--- config.mk ---
export PLATFORM = sky130hd
export DESIGN_NAME = jvc_merge
export DESIGN_NICKNAME = d
export VERILOG_FILES = /design/src/sv/joint_velocity_clamped_p_step_macros.svh /design/src/sv/jvc_pkg.sv /design/src/sv/jvc_merge.sv
export SDC_FILE = /design/constraint.sdc
export NUM_CORES = 2
export LEC_CHECK = 0
export BUFFER_PORTS_ARGS = -buffer_cell sky130_fd_sc_hd__buf_4
export CAP_MARGIN = 25
export CORE_ASPECT_RATIO = 0.75
export CORE_UTILIZATION = 57
export DETAILED_ROUTE_END_ITERATION = 10
export PLACE_DENSITY = 0.8
export SYNTH_ARGS = -nofsm -noshare
export SYNTH_HDL_FRONTEND = slang
export SYNTH_SLANG_ARGS = --single-unit
--- constraint.sdc ---
create_clock -name clk_i -period 8.7 [get_ports clk_i]
set_clock_uncertainty 0.2 [all_clocks]
set_input_delay 0.435 -clock clk_i [delete_from_list [all_inputs] [get_ports clk_i]]
set_output_delay 0.435 -clock clk_i [all_outputs]
set_load 0.01 [all_outputs]
--- src/sv/joint_velocity_clamped_p_step_macros.svh ---
// Assertion helpers, clocked on clk_i with reset rst_ni
`ifndef JOINT_VELOCITY_CLAMPED_P_STEP_MACROS_SVH
`define JOINT_VELOCITY_CLAMPED_P_STEP_MACROS_SVH

// same-cycle implication
`define JVC_ASSERT_IMP(lbl, ante, cons) \
  lbl: assert property (@(posedge clk_i) disable iff (!rst_ni) (ante) |-> (cons)) \
    else $error("assertion failed");

// next-cycle implication
`define JVC_ASSERT_NXT(lbl, ante, cons) \
  lbl: assert property (@(posedge clk_i) disable iff (!rst_ni) (ante) |=> (cons)) \
    else $error("assertion failed");

`endif

--- src/sv/jvc_pkg.sv ---
`timescale 1ns / 1ps
package jvc_pkg;

  localparam int unsigned NUM_JOINTS_DEF = 7;
  localparam int unsigned POS_W          = 16;
  localparam int unsigned CFG_W          = 16;
  localparam int unsigned CFG_IDX_W      = 3;
  localparam int unsigned VEL_W          = 32;

  localparam logic CMD_LOAD     = 1'b0;
  localparam logic CMD_FEEDBACK = 1'b1;

  typedef enum logic [CFG_IDX_W-1:0] {
    CFG_GAIN  = 3'd0,
    CFG_LIMIT = 3'd1,
    CFG_TOL   = 3'd2,
    CFG_DT    = 3'd3,
    CFG_AGAIN = 3'd4
  } cfg_idx_e;

  localparam logic [CFG_W-1:0] GAIN_RST  = 16'd256;
  localparam logic [CFG_W-1:0] LIMIT_RST = 16'd4096;
  localparam logic [CFG_W-1:0] TOL_RST   = 16'd41;
  localparam logic [CFG_W-1:0] DT_RST    = 16'd655;
  localparam logic [CFG_W-1:0] AGAIN_RST = 16'd256;

  typedef struct packed {
    logic capture;
    logic div_init;
    logic div_step;
    logic vel_load;
    logic mul_dt;
    logic mul_a;
  } lane_ctrl_t;

  typedef struct packed {
    logic clear;
    logic acc;
    logic sqrt_start;
    logic sqrt_step;
    logic clamp_eval;
  } merge_ctrl_t;

  // magnitude times 16-bit factor, rounded to nearest, ties away from zero
  function automatic logic [VEL_W-1:0] mul_round16(input logic [VEL_W-1:0] mag,
                                                   input logic [CFG_W-1:0] fac);
    logic [VEL_W+CFG_W-1:0] prod;
    prod = mag * fac;
    prod = prod + (VEL_W+CFG_W)'(32'h8000);
    return prod[VEL_W+CFG_W-1:16];
  endfunction

endpackage

--- src/sv/jvc_merge.sv ---
`timescale 1ns / 1ps
module jvc_merge import jvc_pkg::*; #(
  parameter int unsigned NumJoints = NUM_JOINTS_DEF,
  parameter int unsigned IdxW      = 3,
  parameter int unsigned SumW      = 35,
  parameter int unsigned RadW      = 52,
  parameter int unsigned RootW     = 26
) (
  input  logic               clk_i,
  input  merge_ctrl_t        ctrl_i,
  input  logic [IdxW-1:0]    idx_i,
  input  logic [2*POS_W-1:0] sq_i [NumJoints],
  input  logic [CFG_W-1:0]   tol_i,
  input  logic [CFG_W-1:0]   gain_i,
  input  logic [CFG_W-1:0]   limit_i,
  output logic [RootW-1:0]   enorm_o,
  output logic               reached_o,
  output logic               clamp_o
);

  logic [SumW-1:0]    sum_q;
  logic [RadW-1:0]    rad_q;
  logic [RootW+1:0]   rem_q;
  logic [RootW-1:0]   root_q;
  logic               clamp_q;

  logic [RootW+1:0]   rt, trial;
  logic               ge;
  logic [2*CFG_W-1:0] tol_sq;
  logic [CFG_W+RootW-1:0] kexp;

  assign rt     = {rem_q[RootW-1:0], rad_q[RadW-1 -: 2]};
  assign trial  = {root_q, 2'b01};
  assign ge     = rt >= trial;
  assign tol_sq = tol_i * tol_i;
  assign kexp   = gain_i * root_q;

  always_ff @(posedge clk_i) begin
    if (ctrl_i.clear) sum_q <= '0;
    else if (ctrl_i.acc) sum_q <= sum_q + SumW'(sq_i[idx_i]);
    if (ctrl_i.sqrt_start) begin
      rad_q  <= RadW'({sum_q, 16'h0000});
      rem_q  <= '0;
      root_q <= '0;
    end else if (ctrl_i.sqrt_step) begin
      rad_q  <= {rad_q[RadW-3:0], 2'b00};
      rem_q  <= ge ? rt - trial : rt;
      root_q <= {root_q[RootW-2:0], ge};
    end
    if (ctrl_i.clamp_eval)
      clamp_q <= kexp > (CFG_W+RootW)'({limit_i, 16'h0000});
  end

  assign enorm_o   = root_q;
  assign reached_o = sum_q < SumW'(tol_sq);
  assign clamp_o   = clamp_q;

endmodule

# Word level (Yosys, flattened, before mapping)
# Cells that the tools add are included.
dict set report word_totals {
  regBits 124
  inputBits 281
  output_inout_bits 28
  wordCells 22
}
dict set report op_classes {
  n_addsub 2
  multipliers 2
  order_cmp 4
  mux 6
  n_bitwise 1
  n_reduce_logical 1
}
# cell count
set ops {}
lappend ops {{2-to-1 mux 51 bit} 2}
lappend ops {{binary-select mux 32 bit (select 3 bit)} 1}
lappend ops {{2-to-1 mux 32 bit} 2}
lappend ops {{greater-than comparator 42 x 32 -> 1 bit} 1}
lappend ops {{multiplier 16 x 26 -> 42 bit} 1}
lappend ops {{adder 35 x 32 -> 35 bit} 1}
lappend ops {{< comparator 35 x 32 -> 1 bit} 1}
lappend ops {{multiplier 16 x 16 -> 32 bit} 1}
lappend ops {{>= comparator 28 bit} 1}
lappend ops {{2-to-1 mux 26 bit} 1}
lappend ops {{subtractor 26 bit} 1}
lappend ops {{>= comparator 4 bit (second input constant)} 1}
lappend ops {{NOT 3 -> 4 bit} 1}
lappend ops {{nonzero test 2 bit} 1}

# Depth between registers and ports, before layout
dict set report logic_depth {
  ltp_word 5
  depth_mapped 36
  ltp_nobuf 34
}

# Least setup slack after synthesis
# OpenSTA, ideal clock, no wires.
dict set report synth_timing {
  path_type {register to register}
  start {register root_q[16], in the netlist enorm_o[16]}
  end {register clamp_q, in the netlist clamp_o (data pin)}
  setup_time_ns 0.273
  arrival_ns 7.970
  t_required_ns 8.227
  path_slack_ns 0.258
  stages_incl_launch_ff 33
  path_buffers 2
  period_less_slack_ns 8.442
  cell_sequence {dfxtp_1 -> clkbuf_1 -> clkbuf_1 -> nand2_1 -> fa_1 -> inv_1 -> fa_1 -> inv_1 -> fa_1 -> inv_1 -> fa_1 -> fa_1 -> inv_1 -> fa_1 -> inv_1 -> ha_1 -> and4_1 -> and3_1 -> o311a_1 -> o21a_1 -> a311oi_1 -> and2_1 -> xnor2_1 -> ha_1 -> nand3_1 -> or4_1 -> a211oi_1 -> o2111ai_1 -> nor4_1 -> a31oi_1 -> or3_1 -> nor3_1 -> nand4_1}
}
dict set report synth_via {
  elab_chain_len 2
}
# element line_no
set synth_lines {}
lappend synth_lines {{from (decl)} jvc_merge.sv:24} ;# logic [RootW-1:0] root_q;
lappend synth_lines {{from (signal assigned)} jvc_merge.sv:48} ;# root_q <= {root_q[RootW-2:0], ge};
lappend synth_lines {{multiplier 16 x 26 -> 42 bit} jvc_merge.sv:36} ;# assign kexp = gain_i * root_q;
lappend synth_lines {{greater-than comparator 42 x 32 -> 1 bit} jvc_merge.sv:51} ;# clamp_q <= kexp > (CFG_W+RootW)'({limit_i, 16'h0000});
lappend synth_lines {{to (signal assigned)} jvc_merge.sv:51}
lappend synth_lines {{to (decl)} jvc_merge.sv:25} ;# logic clamp_q;
# No other way between the ends.
# A chain may end at the register's enable or synchronous reset.

# Worst setup path after layout
dict set report layout_timing {
  start {register root_q[18], in the netlist enorm_o[18]}
  end {register clamp_q, in the netlist clamp_o (data pin)}
}
# Same word-level chain as after synthesis.

==> results.toml <==
[clock_network]
cts_root_buf = "clkbuf_16"
htreeDepth = 4
insertion_delay_ns = 0.44
cts_tree = "done"
clockBufferDepth = 2
clk_pin_slew_ns = 0.08
clock_sink_count = 124
cts_inserted_buffers = 17

[finish]
stdcell_count = 4620
drive_gt1_frac = 0.176
finalInstanceArea_sq_um = 36200
syn_to_final_growth_pct = 16.1
layout.nets = 4989

[critical_path]
ff2ff_path_depth = 30
cp_data_arrival_time_ns = 8.50
r2r_end = "clamp_o"
end_kind = "register"
max_stage_delay_ns = 0.60
worstSetupStartpointType = "register"
worst_ep_required_time_ns = 8.68
cp_max_fo = 5
reg2reg_slack_ns = 0.18
path_class = "register to register"
timing.rr.start = "enorm_o[18]"
crit_slowest_cell = "fa_1"

[drt]
dr_total_vias = 26200
wl_per_cell_um = 18.2
routed_wl_mm = 84.0
drcViolationCount = 0
drt_first_pass_iters = 5
avgViaCountPerCell = 5.68
ant_nets = 0
drtIter0Drc = 2101

[pwr]
leakage_nw = 18.2
p_per_area_nw_per_um2 = 236
peakVddDrop_v = 0.000525

[synthesis]
syn_area_sq_um = 31200
synth_top_area_share = 0.320
syn_nets = 4688
ys_async_sr_fraction = 0
synth.area.mux_share = 0.0675
synth_top_family_by_area = "adder cells"
synth_cell_types = 83
synthSimpleGateAreaFrac = 0.157
synth-warning-count = 0
ys_seq_area_frac = 0.0911
synth_compound_area_frac = 0.101
synthXorXnorAreaFrac = 0.0312
synth_cells = 3589
ys_ff_latch = 124
yosysMostFrequentCell = "inv_1"
synth.largest_area_cell = "fa_1"
synth_common_cells = "683 x inv_1, 499 x fa_1, 384 x nand2_1"
synthAdderAreaFrac = 0.448
synthFlopType = "dfxtp_1"
syn_area_per_cell_sq_um = 8.69
synth_edf_count = 36
synth.top_cells.by_area = "fa_1 32%, ha_1 13%, inv_1 8.2%"

[min_path]
hold_path_end = "clamp_o"
hp-class = "input port to register"
holdPathStages = 1
min-delay-start = "ctrl_i[0]"

[grt]
grt_pass1_wl_mm = 136
grt_max_degree = 67
grt_overflow = 0
grt_pass1_vias = 26000
met3_usage = 0.0472
antenna_found_initial = 6
met2_usage = 0.472
gr-max-usage-layer = "met2"
grtUsageTotal = 0.305
use_met1 = 0.443

[sta]
rsz0062_at_grt = "yes"
finalSetupTns_ns = 0
slew_headroom = 0.447
finalMaxSlewViolations = 0
setup_violations = 0
fmax_mhz = 117
tightestPinTransition_ns = 0.820
finalHoldViolCount = 0
fin_crit_sh = 0.979
layout_min_cycle_time_ns = 8.52

[floorplan]
die_w_um = 272
core_area_sq_um = 53500
die_h_um = 205
row_count = 73
initial_utilization = 0.583
top_level_ports = 309
die_area_sq_um = 55700

[place]
dp_hpwl_mm = 68.7
dpl.cell_count = 4565
port_buffers = 308
dpl_cell_area_sq_um = 34900
place.gp.congestion = 0.951

[run]
drv_cap = 0

[run_status]
status = "finished clean"
-- registers in the layout, summed over array words and instances, names as in the netlist --
| name | count |
|---|---|
| rad_q | 36 |
| enorm_o | 26 |
| clamp_o | 1 |
| sum_q | 35 |
| rem_q | 26 |
-- worst max-delay path, delay by kind of cell, from the launching register on --
kind | cells | cell delay, ns
adder cells (fa/ha/maj) | 8 | 3.74
flip-flops | 1 | 0.42
AND/OR/NAND/NOR | 10 | 2.13
buffers and inverters | 5 | 0.31
XOR/XNOR | 1 | 0.06
AO/OA/AOI/OAI | 6 | 1.39
-- kinds of logic (layout without fill, tap and decap cells) --
| group | count (synthesis) | count (layout) |
|---|---|---|
| buf+inv | 860 | 1174 |
| flops | 124 | 124 |
| xor+xnor | 111 | 111 |
| mux | 166 | 166 |
| simple gates | 1027 | 1027 |
| compound gates | 483 | 483 |
| other cells | 0 | 5 |
| fa+ha+maj | 818 | 818 |
-- worst max-delay path by stage --
stage | start | end | slack (ns)
floorplan | enorm_o[16] | clamp_o | 0.26
global placement | gain_i[6] | clamp_o | -0.20
detailed placement | gain_i[12] | clamp_o | -0.25
CTS | enorm_o[5] | clamp_o | 0.009
global route | enorm_o[2] | clamp_o | -0.12
finish | enorm_o[18] | clamp_o | 0.18
-- layout make-up --
cell class	instances	area, sq um
Antenna cell	5	12.5
Clock buffer	18	439
Clock inverter	14	205
Fill cell	4272	17300
Inverter	684	2570
Multi-Input combinational cell	2605	25600
Sequential cell	124	2880
Tap cell	712	891
Timing Repair Buffer	458	3660
-- report_power, final --
part	internal (mW)	switching, mW
clock network	0.493	0.294
logic	2.94	3.96
registers	0.725	0.126
-- what timing repair did --
action                     CTS  global route
cloned                       0             2
gates resized for setup     22            98
pin swaps                    5            68
hold buffers                 0             0
setup buffers                0            16
setup endpoints to repair    1             2
-- cell usage in the layout (no fill, tap or decap), types with 36 or more instances in the layout --
cell      count
fa_1        489
nand2_1     381
o21ai_0      71
dfxtp_1      69
and2_1      214
xor2_1       43
mux2i_1      99
ha_1        307
xnor2_1      67
inv_1       681
nor2_1      234
buf_4       433
edfxtp_1     36
a21o_1       55
a21oi_1     167
-- stage by stage --
stage | worst slack [ns] | power [mW] | hold slack (ns) | utilization
2_1_floorplan | 0.258 | 5.86 | 0.257 | -
3_3_place_gp | -0.195 | 7.27 | 0.283 | 0.651
3_5_place_dp | -0.251 | 7.44 | 0.296 | 0.651
4_1_cts | 0.00876 | 8.35 | 0.00853 | 0.665
5_1_grt | -0.117 | 9.35 | 0.0147 | 0.677
6_report | 0.179 | 8.54 | 0.0158 | 0.677
-- metal layers --
metal,wire length [um],up-vias
li1,-,12100
met1,37000,12800
met2,37700,1162
met3,6760,152
met4,2600,2
met5,13,-
Power figures use the tool's default switching activity.
