File: src/sv/joint_velocity_clamped_p_step_macros.svh
// Assertion helpers, clocked on clk_i with reset rst_ni
`ifndef JOINT_VELOCITY_CLAMPED_P_STEP_MACROS_SVH
`define JOINT_VELOCITY_CLAMPED_P_STEP_MACROS_SVH

// same-cycle implication
`define JVC_ASSERT_IMP(lbl, ante, cons) \
  lbl: assert property (@(posedge clk_i) disable iff (!rst_ni) (ante) |-> (cons)) \
    else $error("assertion failed");

// next-cycle implication
`define JVC_ASSERT_NXT(lbl, ante, cons) \
  lbl: assert property (@(posedge clk_i) disable iff (!rst_ni) (ante) |=> (cons)) \
    else $error("assertion failed");

`endif

File: src/sv/jvc_pkg.sv
`timescale 1ns / 1ps
package jvc_pkg;

  localparam int unsigned NUM_JOINTS_DEF = 7;
  localparam int unsigned POS_W          = 16;
  localparam int unsigned CFG_W          = 16;
  localparam int unsigned CFG_IDX_W      = 3;
  localparam int unsigned VEL_W          = 32;

  localparam logic CMD_LOAD     = 1'b0;
  localparam logic CMD_FEEDBACK = 1'b1;

  typedef enum logic [CFG_IDX_W-1:0] {
    CFG_GAIN  = 3'd0,
    CFG_LIMIT = 3'd1,
    CFG_TOL   = 3'd2,
    CFG_DT    = 3'd3,
    CFG_AGAIN = 3'd4
  } cfg_idx_e;

  localparam logic [CFG_W-1:0] GAIN_RST  = 16'd256;
  localparam logic [CFG_W-1:0] LIMIT_RST = 16'd4096;
  localparam logic [CFG_W-1:0] TOL_RST   = 16'd41;
  localparam logic [CFG_W-1:0] DT_RST    = 16'd655;
  localparam logic [CFG_W-1:0] AGAIN_RST = 16'd256;

  typedef struct packed {
    logic capture;
    logic div_init;
    logic div_step;
    logic vel_load;
    logic mul_dt;
    logic mul_a;
  } lane_ctrl_t;

  typedef struct packed {
    logic clear;
    logic acc;
    logic sqrt_start;
    logic sqrt_step;
    logic clamp_eval;
  } merge_ctrl_t;

  // magnitude times 16-bit factor, rounded to nearest, ties away from zero
  function automatic logic [VEL_W-1:0] mul_round16(input logic [VEL_W-1:0] mag,
                                                   input logic [CFG_W-1:0] fac);
    logic [VEL_W+CFG_W-1:0] prod;
    prod = mag * fac;
    prod = prod + (VEL_W+CFG_W)'(32'h8000);
    return prod[VEL_W+CFG_W-1:16];
  endfunction

endpackage

File: src/sv/jvc_lane.sv
`timescale 1ns / 1ps
module jvc_lane import jvc_pkg::*; #(
  parameter int unsigned RootW = 26
) (
  input  logic                    clk_i,
  input  lane_ctrl_t              ctrl_i,
  input  logic                    clamp_i,
  input  logic signed [POS_W-1:0] tgt_i,
  input  logic signed [POS_W-1:0] fbk_i,
  input  logic [CFG_W-1:0]        gain_i,
  input  logic [CFG_W-1:0]        limit_i,
  input  logic [CFG_W-1:0]        dt_i,
  input  logic [CFG_W-1:0]        again_i,
  input  logic [RootW-1:0]        enorm_i,
  output logic [2*POS_W-1:0]      sq_o,
  output logic signed [POS_W-1:0] fbk_o,
  output logic signed [POS_W-1:0] cmd_o
);

  logic signed [POS_W-1:0] fbk_q;
  logic                    neg_q;
  logic [POS_W-1:0]        mag_q;
  logic [2*POS_W-1:0]      sq_q;
  logic [RootW-1:0]        rem_q;
  logic [VEL_W-1:0]        dsh_q, quo_q, vmag_q, pmag_q, dmag_q;

  logic signed [POS_W:0]   err;
  logic [POS_W:0]          err_abs;
  logic [2*CFG_W-1:0]      prod;
  logic [RootW:0]          rt, ediv;
  logic                    ge;
  logic [2*CFG_W-1:0]      vel;
  logic signed [VEL_W+1:0] dsig, csum;

  assign err     = {tgt_i[POS_W-1], tgt_i} - {fbk_i[POS_W-1], fbk_i};
  assign err_abs = err[POS_W] ? (POS_W+1)'(-err) : err;
  assign prod    = mag_q * limit_i;
  assign rt      = {rem_q, dsh_q[VEL_W-1]};
  assign ediv    = {1'b0, enorm_i};
  assign ge      = rt >= ediv;
  assign vel     = mag_q * gain_i;
  assign dsig    = neg_q ? -$signed({2'b00, dmag_q}) : $signed({2'b00, dmag_q});
  assign csum    = $signed({{(VEL_W+2-POS_W){fbk_q[POS_W-1]}}, fbk_q}) + dsig;

  always_ff @(posedge clk_i) begin
    if (ctrl_i.capture) begin
      fbk_q <= fbk_i;
      neg_q <= err[POS_W];
      mag_q <= err_abs[POS_W-1:0];
      sq_q  <= err_abs[POS_W-1:0] * err_abs[POS_W-1:0];
    end
    if (ctrl_i.div_init) begin
      rem_q <= RootW'(prod[2*CFG_W-1:CFG_W]);
      dsh_q <= {prod[CFG_W-1:0], {CFG_W{1'b0}}};
      quo_q <= '0;
    end else if (ctrl_i.div_step) begin
      rem_q <= ge ? RootW'(rt - ediv) : rt[RootW-1:0];
      dsh_q <= {dsh_q[VEL_W-2:0], 1'b0};
      quo_q <= {quo_q[VEL_W-2:0], ge};
    end
    if (ctrl_i.vel_load) vmag_q <= clamp_i ? quo_q : vel;
    if (ctrl_i.mul_dt)   pmag_q <= mul_round16(vmag_q, dt_i);
    if (ctrl_i.mul_a)    dmag_q <= mul_round16(pmag_q, again_i);
  end

  always_comb begin
    if (csum > $signed((VEL_W+2)'(32767)))       cmd_o = 16'sh7fff;
    else if (csum < -$signed((VEL_W+2)'(32768))) cmd_o = 16'sh8000;
    else                                         cmd_o = csum[POS_W-1:0];
  end

  assign sq_o  = sq_q;
  assign fbk_o = fbk_q;

endmodule

File: config.mk
export PLATFORM = sky130hd
export DESIGN_NAME = jvc_lane
export DESIGN_NICKNAME = d
export VERILOG_FILES = /design/src/sv/joint_velocity_clamped_p_step_macros.svh /design/src/sv/jvc_pkg.sv /design/src/sv/jvc_lane.sv
export SDC_FILE = /design/constraint.sdc
export NUM_CORES = 2
export LEC_CHECK = 0
export ABC_CLOCK_PERIOD_IN_PS = 16250
export BUFFER_PORTS_ARGS = -buffer_cell sky130_fd_sc_hd__buf_2
export CAP_MARGIN = 5
export CORE_MARGIN = 3
export CORE_UTILIZATION = 35
export DETAILED_ROUTE_END_ITERATION = 16
export HOLD_SLACK_MARGIN = 0.08
export PLACE_DENSITY = 0.49
export SLEW_MARGIN = 40
export SYNTH_ARGS = -nofsm -noshare
export SYNTH_HDL_FRONTEND = slang
export SYNTH_SLANG_ARGS = --single-unit
File: constraint.sdc
create_clock -name clk_i -period 16.25 [get_ports clk_i]
set_input_delay 1.625 -clock clk_i [delete_from_list [all_inputs] [get_ports clk_i]]
set_output_delay 1.625 -clock clk_i [all_outputs]
set_load 0.02 [all_outputs]
# --- After elaboration in Yosys (flattened, before gate mapping) ---
# Index checks and enable logic that the tools add are counted.
totals:
  output_inout_bits: 64
  input_bits: 130
  regBits: 235
op_classes:
  mux: 10
  n_addsub: 7
  multipliers: 5
  order_cmp: 3
  n_reduce_logical: 1
op_table:
  columns: ["operator", "n"]
  rows:
  - ["48-bit by 16-bit adder with 48-bit output, second input constant", 2]
  - ["16-bit by 16-bit multiplier with 32-bit output", 3]
  - ["32-bit by 16-bit multiplier with 48-bit output", 2]
  - ["32-bit 2-to-1 mux", 3]
  - ["16-bit 2-to-1 mux", 5]
  - ["16-bit by 34-bit adder with 34-bit output", 1]
  - ["34-bit by 16-bit > comparator with 1-bit output, second input constant", 1]
  - ["34-bit by 16-bit < comparator with 1-bit output, second input constant", 1]
  - ["34-bit 2-to-1 mux", 1]
  - ["32-bit negator with 34-bit output", 1]
  - ["27-bit by 26-bit greater-or-equal comparator with 1-bit output", 1]
  - ["26-bit 2-to-1 mux", 1]
  - ["26-bit subtractor", 1]
  - ["16-bit by 16-bit subtractor with 17-bit output", 1]
  - ["16-bit negator", 1]
  - ["2-bit nonzero test", 1]

# --- Depth between registers and ports, before layout ---
logic_depth:
  depth_word: 6
  ltp_mapped: 41

# --- Worst setup path before layout ---
# OpenSTA, ideal clock, no wires.
synth_path:
  path_type: "input -> register"
  start: "input port tgt_i[0]"
  end: "register sq_q[31] (netlist: sq_o[31]), data pin"
  setup_time_ns: 0.268
  stages: 37
  path_buffers: 0
  path_slack_ns: 5.340
  arrival_ns: 10.643
  cell_sequence: "inv_1 ha_1 fa_1 nand2b_1 a21oi_1 o2111ai_1 a21o_1 nand3b_1 nor2_1 mux2i_1 clkinv_1 and2_1 xnor2_1 clkinv_1 nand2_1 inv_1 fa_1 inv_1 fa_1 inv_1 fa_1 inv_1 fa_1 fa_1 fa_1 inv_1 ha_1 and3_1 a221o_1 a32oi_1 nand2_1 o211ai_1 a21boi_0 o21a_1 or4_1 a311oi_1 xnor3_1"
synth_lines:
  columns: ["item", "line", "rtl"]
  rows:
  - ["from (decl)", "jvc_lane.sv:8", "input logic signed [POS_W-1:0] tgt_i,"]
  - ["16-bit by 16-bit subtractor with 17-bit output", "jvc_lane.sv:35", "assign err = {tgt_i[POS_W-1], tgt_i} - {fbk_i[POS_W-1], fbk_i};"]
  - ["net err[16]", "jvc_lane.sv:27", "logic signed [POS_W:0] err;"]
  - ["16-bit 2-to-1 mux", "jvc_lane.sv:36", "assign err_abs = err[POS_W] ? (POS_W+1)'(-err) : err;"]
  - ["net err_abs[3]", "jvc_lane.sv:28", "logic [POS_W:0] err_abs;"]
  - ["16-bit by 16-bit multiplier with 32-bit output", "jvc_lane.sv:50", "sq_q <= err_abs[POS_W-1:0] * err_abs[POS_W-1:0];"]
  - ["to (signal assigned)", "jvc_lane.sv:50", null]
  - ["to (decl)", "jvc_lane.sv:23", "logic [2*POS_W-1:0] sq_q;"]
# The timed path passes the listed nets, and every way through them passes these cells.
# A chain may end at the register's enable or synchronous reset.

# --- Worst setup path in the final report ---
# Ends and elaborated chain as after synthesis.

==> flow_metrics.py <==
metrics = {
    "timing": {
        "hold_viol": 0,
        "clock-skew-final_ns": 0.0691,
        "finalMaxSlewViolations": 0,
        "hold_ws_ns": 0.505,
        "fin_crit_ns": 11.45,
        "tightest_slew_ns": 0.878,
        "fin_setup_tns_ns": 0,
        "final-setup-viol-count": 0,
        "timing.fmax_mhz": 87.4,
        "rsz0062_at_grt": "no",
        "max_slew_margin_pct": 41.5,
        "fin_crit_sh_pct": 70.4,
    },
    "die": {
        "core-area_um2": 193000,
        "rows": 161,
        "dieArea_um2": 200000,
        "pin_count": 194,
        "start_util_pct": 35.3,
        "die_w_um": 447,
        "die_h_um": 447,
    },
    "synthesis": {
        "syn_area_um2": 68000,
        "synth_warnings": 0,
        "ys_seq_elements": 233,
        "synth_commonest_cells": "inv_1, fa_1, nand2_1",
        "synth-edff-count": 191,
        "synth.distinct_cells": 83,
        "synth_top_cell_area_share_pct": 40.8,
        "avgSynthCellArea_um2": 9.00,
        "ys_seq_area_share_pct": 9.67,
        "post-synth-top-count-cell": "inv_1",
        "syn_inst": 7550,
        "synth_area_leaders": "fa_1, ha_1, inv_1",
        "yosys.area.top_type": "fa_1",
        "synth.net_count": 9738,
        "postSynth.asyncResetShare_pct": 0,
        "ys.flop_type": "edfxtp_1",
    },
    "flow_run": {
        "max-cap-violations": 0,
    },
    "clock_tree": {
        "holdBufCountCts": 0,
        "cts-resized-gates": 0,
        "cts_max_path_buffers": 3,
        "cts-root-buf": "clkbuf_16",
        "cts-buffers-inserted": 34,
        "clk_latency_ns": 0.63,
        "cts_tree": "built",
        "cts.clk_slew.worst_paths_ns": 0.06,
        "h-tree-depth": 2,
        "clock_sinks": 233,
        "cts_setup_buffers": 0,
    },
    "min_path": {
        "hold_path.class": "reg -> reg",
    },
    "outcome": {
        "status": "completed",
    },
    "worst_setup_path": {
        "cp.required_ns": 16.61,
        "crit_top_cell": "fa_1",
        "start_kind": "input pin",
        "end_kind": "flop",
        "path_max_fanout": 10,
        "critPathTopFamily": "adder cells",
        "crit_buf_inv": 10,
        "max_stage_delay_ns": 0.55,
        "crit_slowest_cell": "fa_1",
        "criticalPathCategory": "in -> reg",
        "arrival_ns": 11.81,
    },
    "finish": {
        "nFillCells": 19700,
        "layout.nets": 9733,
        "syn2layout_area_growth_pct": 7.12,
        "final_cells": 10100,
        "final_layout_size_suffix_gt1_share_pct": 4.91,
        "fin_util_pct": 37.8,
    },
    "placed_design": {
        "dp_cells": 10000,
        "port_buffers": 192,
        "place.gp.congestion": 0.859,
        "hpwl_um": 143000,
    },
    "route": {
        "antenna_left": 0,
        "firstDrtPassIters": 5,
        "drc": 0,
        "dr.first_iter.drc_count": 2458,
        "totalWireLength_um": 185000,
        "routed_via_density": 4.91,
        "vias": 49600,
        "routedWlPerCell_um": 18.3,
    },
    "global_routing": {
        "grt_remaining_overflow": 0,
        "grt_use_total_pct": 19.0,
        "antenna_found_initial": 19,
        "grt_pass1_wl_um": 299000,
        "grt_max_degree": 76,
        "first_global_vias": 53600,
    },
}
state kept, by name, summed over array words and instances (netlist names):
| name | count |
|---|---|
| dmag_q | 32 |
| dsh_q | 16 |
| fbk_o | 16 |
| mag_q | 16 |
| neg_q | 1 |
| pmag_q | 32 |
| quo_q | 32 |
| rem_q | 26 |
| sq_o | 30 |
| vmag_q | 32 |
tightest hold or removal path, cell delays in order, from the launching register on:
cell and delay (ns):
dfxtp_1 0.32, nor2_1 0.09, nor3_1 0.05
per-layer routing:
metal,up-vias,GRT usage (%),wire [um]
met5,-,0,0
met4,0,5.11,4710
met3,216,2.01,6950
met2,905,32.4,90200
met1,25500,25.6,82900
li1,22900,-,-
logic make-up (layout without fill, tap and decap cells):
group / Yosys count / count (layout) / share of synthesized area, %
adders and majority gates: 2058 / 2058 / 53.2
AOI/OAI and AO/OA: 675 / 675 / 6.44
muxes: 65 / 65 / 0.990
buffers and inverters: 1982 / 2002 / 11.0
other: 1 / 9 / 0.00552
xor gates and xnor gates: 230 / 230 / 2.98
and+or+nand+nor: 2306 / 2306 / 15.7
DFF: 233 / 233 / 9.67
cell usage in the layout, fill, tap and decap left out, types with 10 or more instances in the layout:
| cell type | n |
|---|---|
| nand2b_1 | 31 |
| nor2b_1 | 33 |
| edfxtp_1 | 191 |
| a211oi_1 | 24 |
| or4_1 | 13 |
| mux2i_1 | 47 |
| nand3_1 | 44 |
| a21o_1 | 86 |
| dfxtp_1 | 42 |
| fa_1 | 1387 |
| and3_1 | 27 |
| o21bai_1 | 29 |
| xnor2_1 | 151 |
| buf_4 | 57 |
| clkbuf_16 | 34 |
| o31ai_1 | 17 |
| ha_1 | 671 |
| mux2_2 | 18 |
| and2_1 | 525 |
| or3_1 | 21 |
| buf_6 | 12 |
| inv_1 | 1672 |
| nor2_1 | 243 |
| nor3_1 | 61 |
| a31oi_1 | 15 |
| or2_2 | 19 |
| nand2_1 | 1227 |
| o21ai_0 | 126 |
| a21oi_1 | 208 |
| nand4_1 | 25 |
| xor2_1 | 77 |
| o211ai_1 | 19 |
| buf_2 | 185 |
| o21a_1 | 37 |
| o31a_1 | 10 |
| clkinv_1 | 11 |
worst paths after layout:
kind,endpoint,cells past startpoint,slack (ns),startpoint
worst max-delay path,sq_o[31],39,4.80,tgt_i[0]
worst min-delay path,rem_q[20],2,0.50,rem_q[20]
worst min register to register,rem_q[20],2,0.50,rem_q[20]
worst max register to register,pmag_q[31],23,8.57,vmag_q[10]
layout make-up:
class | instances | area [um^2] | share of cell area [%]
diodes | 8 | 20.0 | 0.0275
inverters | 1681 | 6310 | 8.67
well taps | 2526 | 3160 | 4.34
flip-flops and latches | 233 | 6580 | 9.03
multi-input cells | 5335 | 54000 | 74.1
clock inverters | 22 | 254 | 0.349
repair buffers | 260 | 1630 | 2.24
clock buffers | 39 | 900 | 1.24
per-stage QoR:
| stage | setup slack, ns | cell area, um^2 |
|---|---|---|
| after floorplan | 5.34 | 68000 |
| after global placement | 4.23 | 71300 |
| after detailed placement | 4.02 | 71500 |
| after CTS | 4.67 | 72700 |
| after global routing | 4.21 | 72800 |
| final | 4.80 | 72800 |
Power is left out: the tool's default activity adds up to more than one toggle a clock period on the data nets, which glitch-free logic cannot reach.
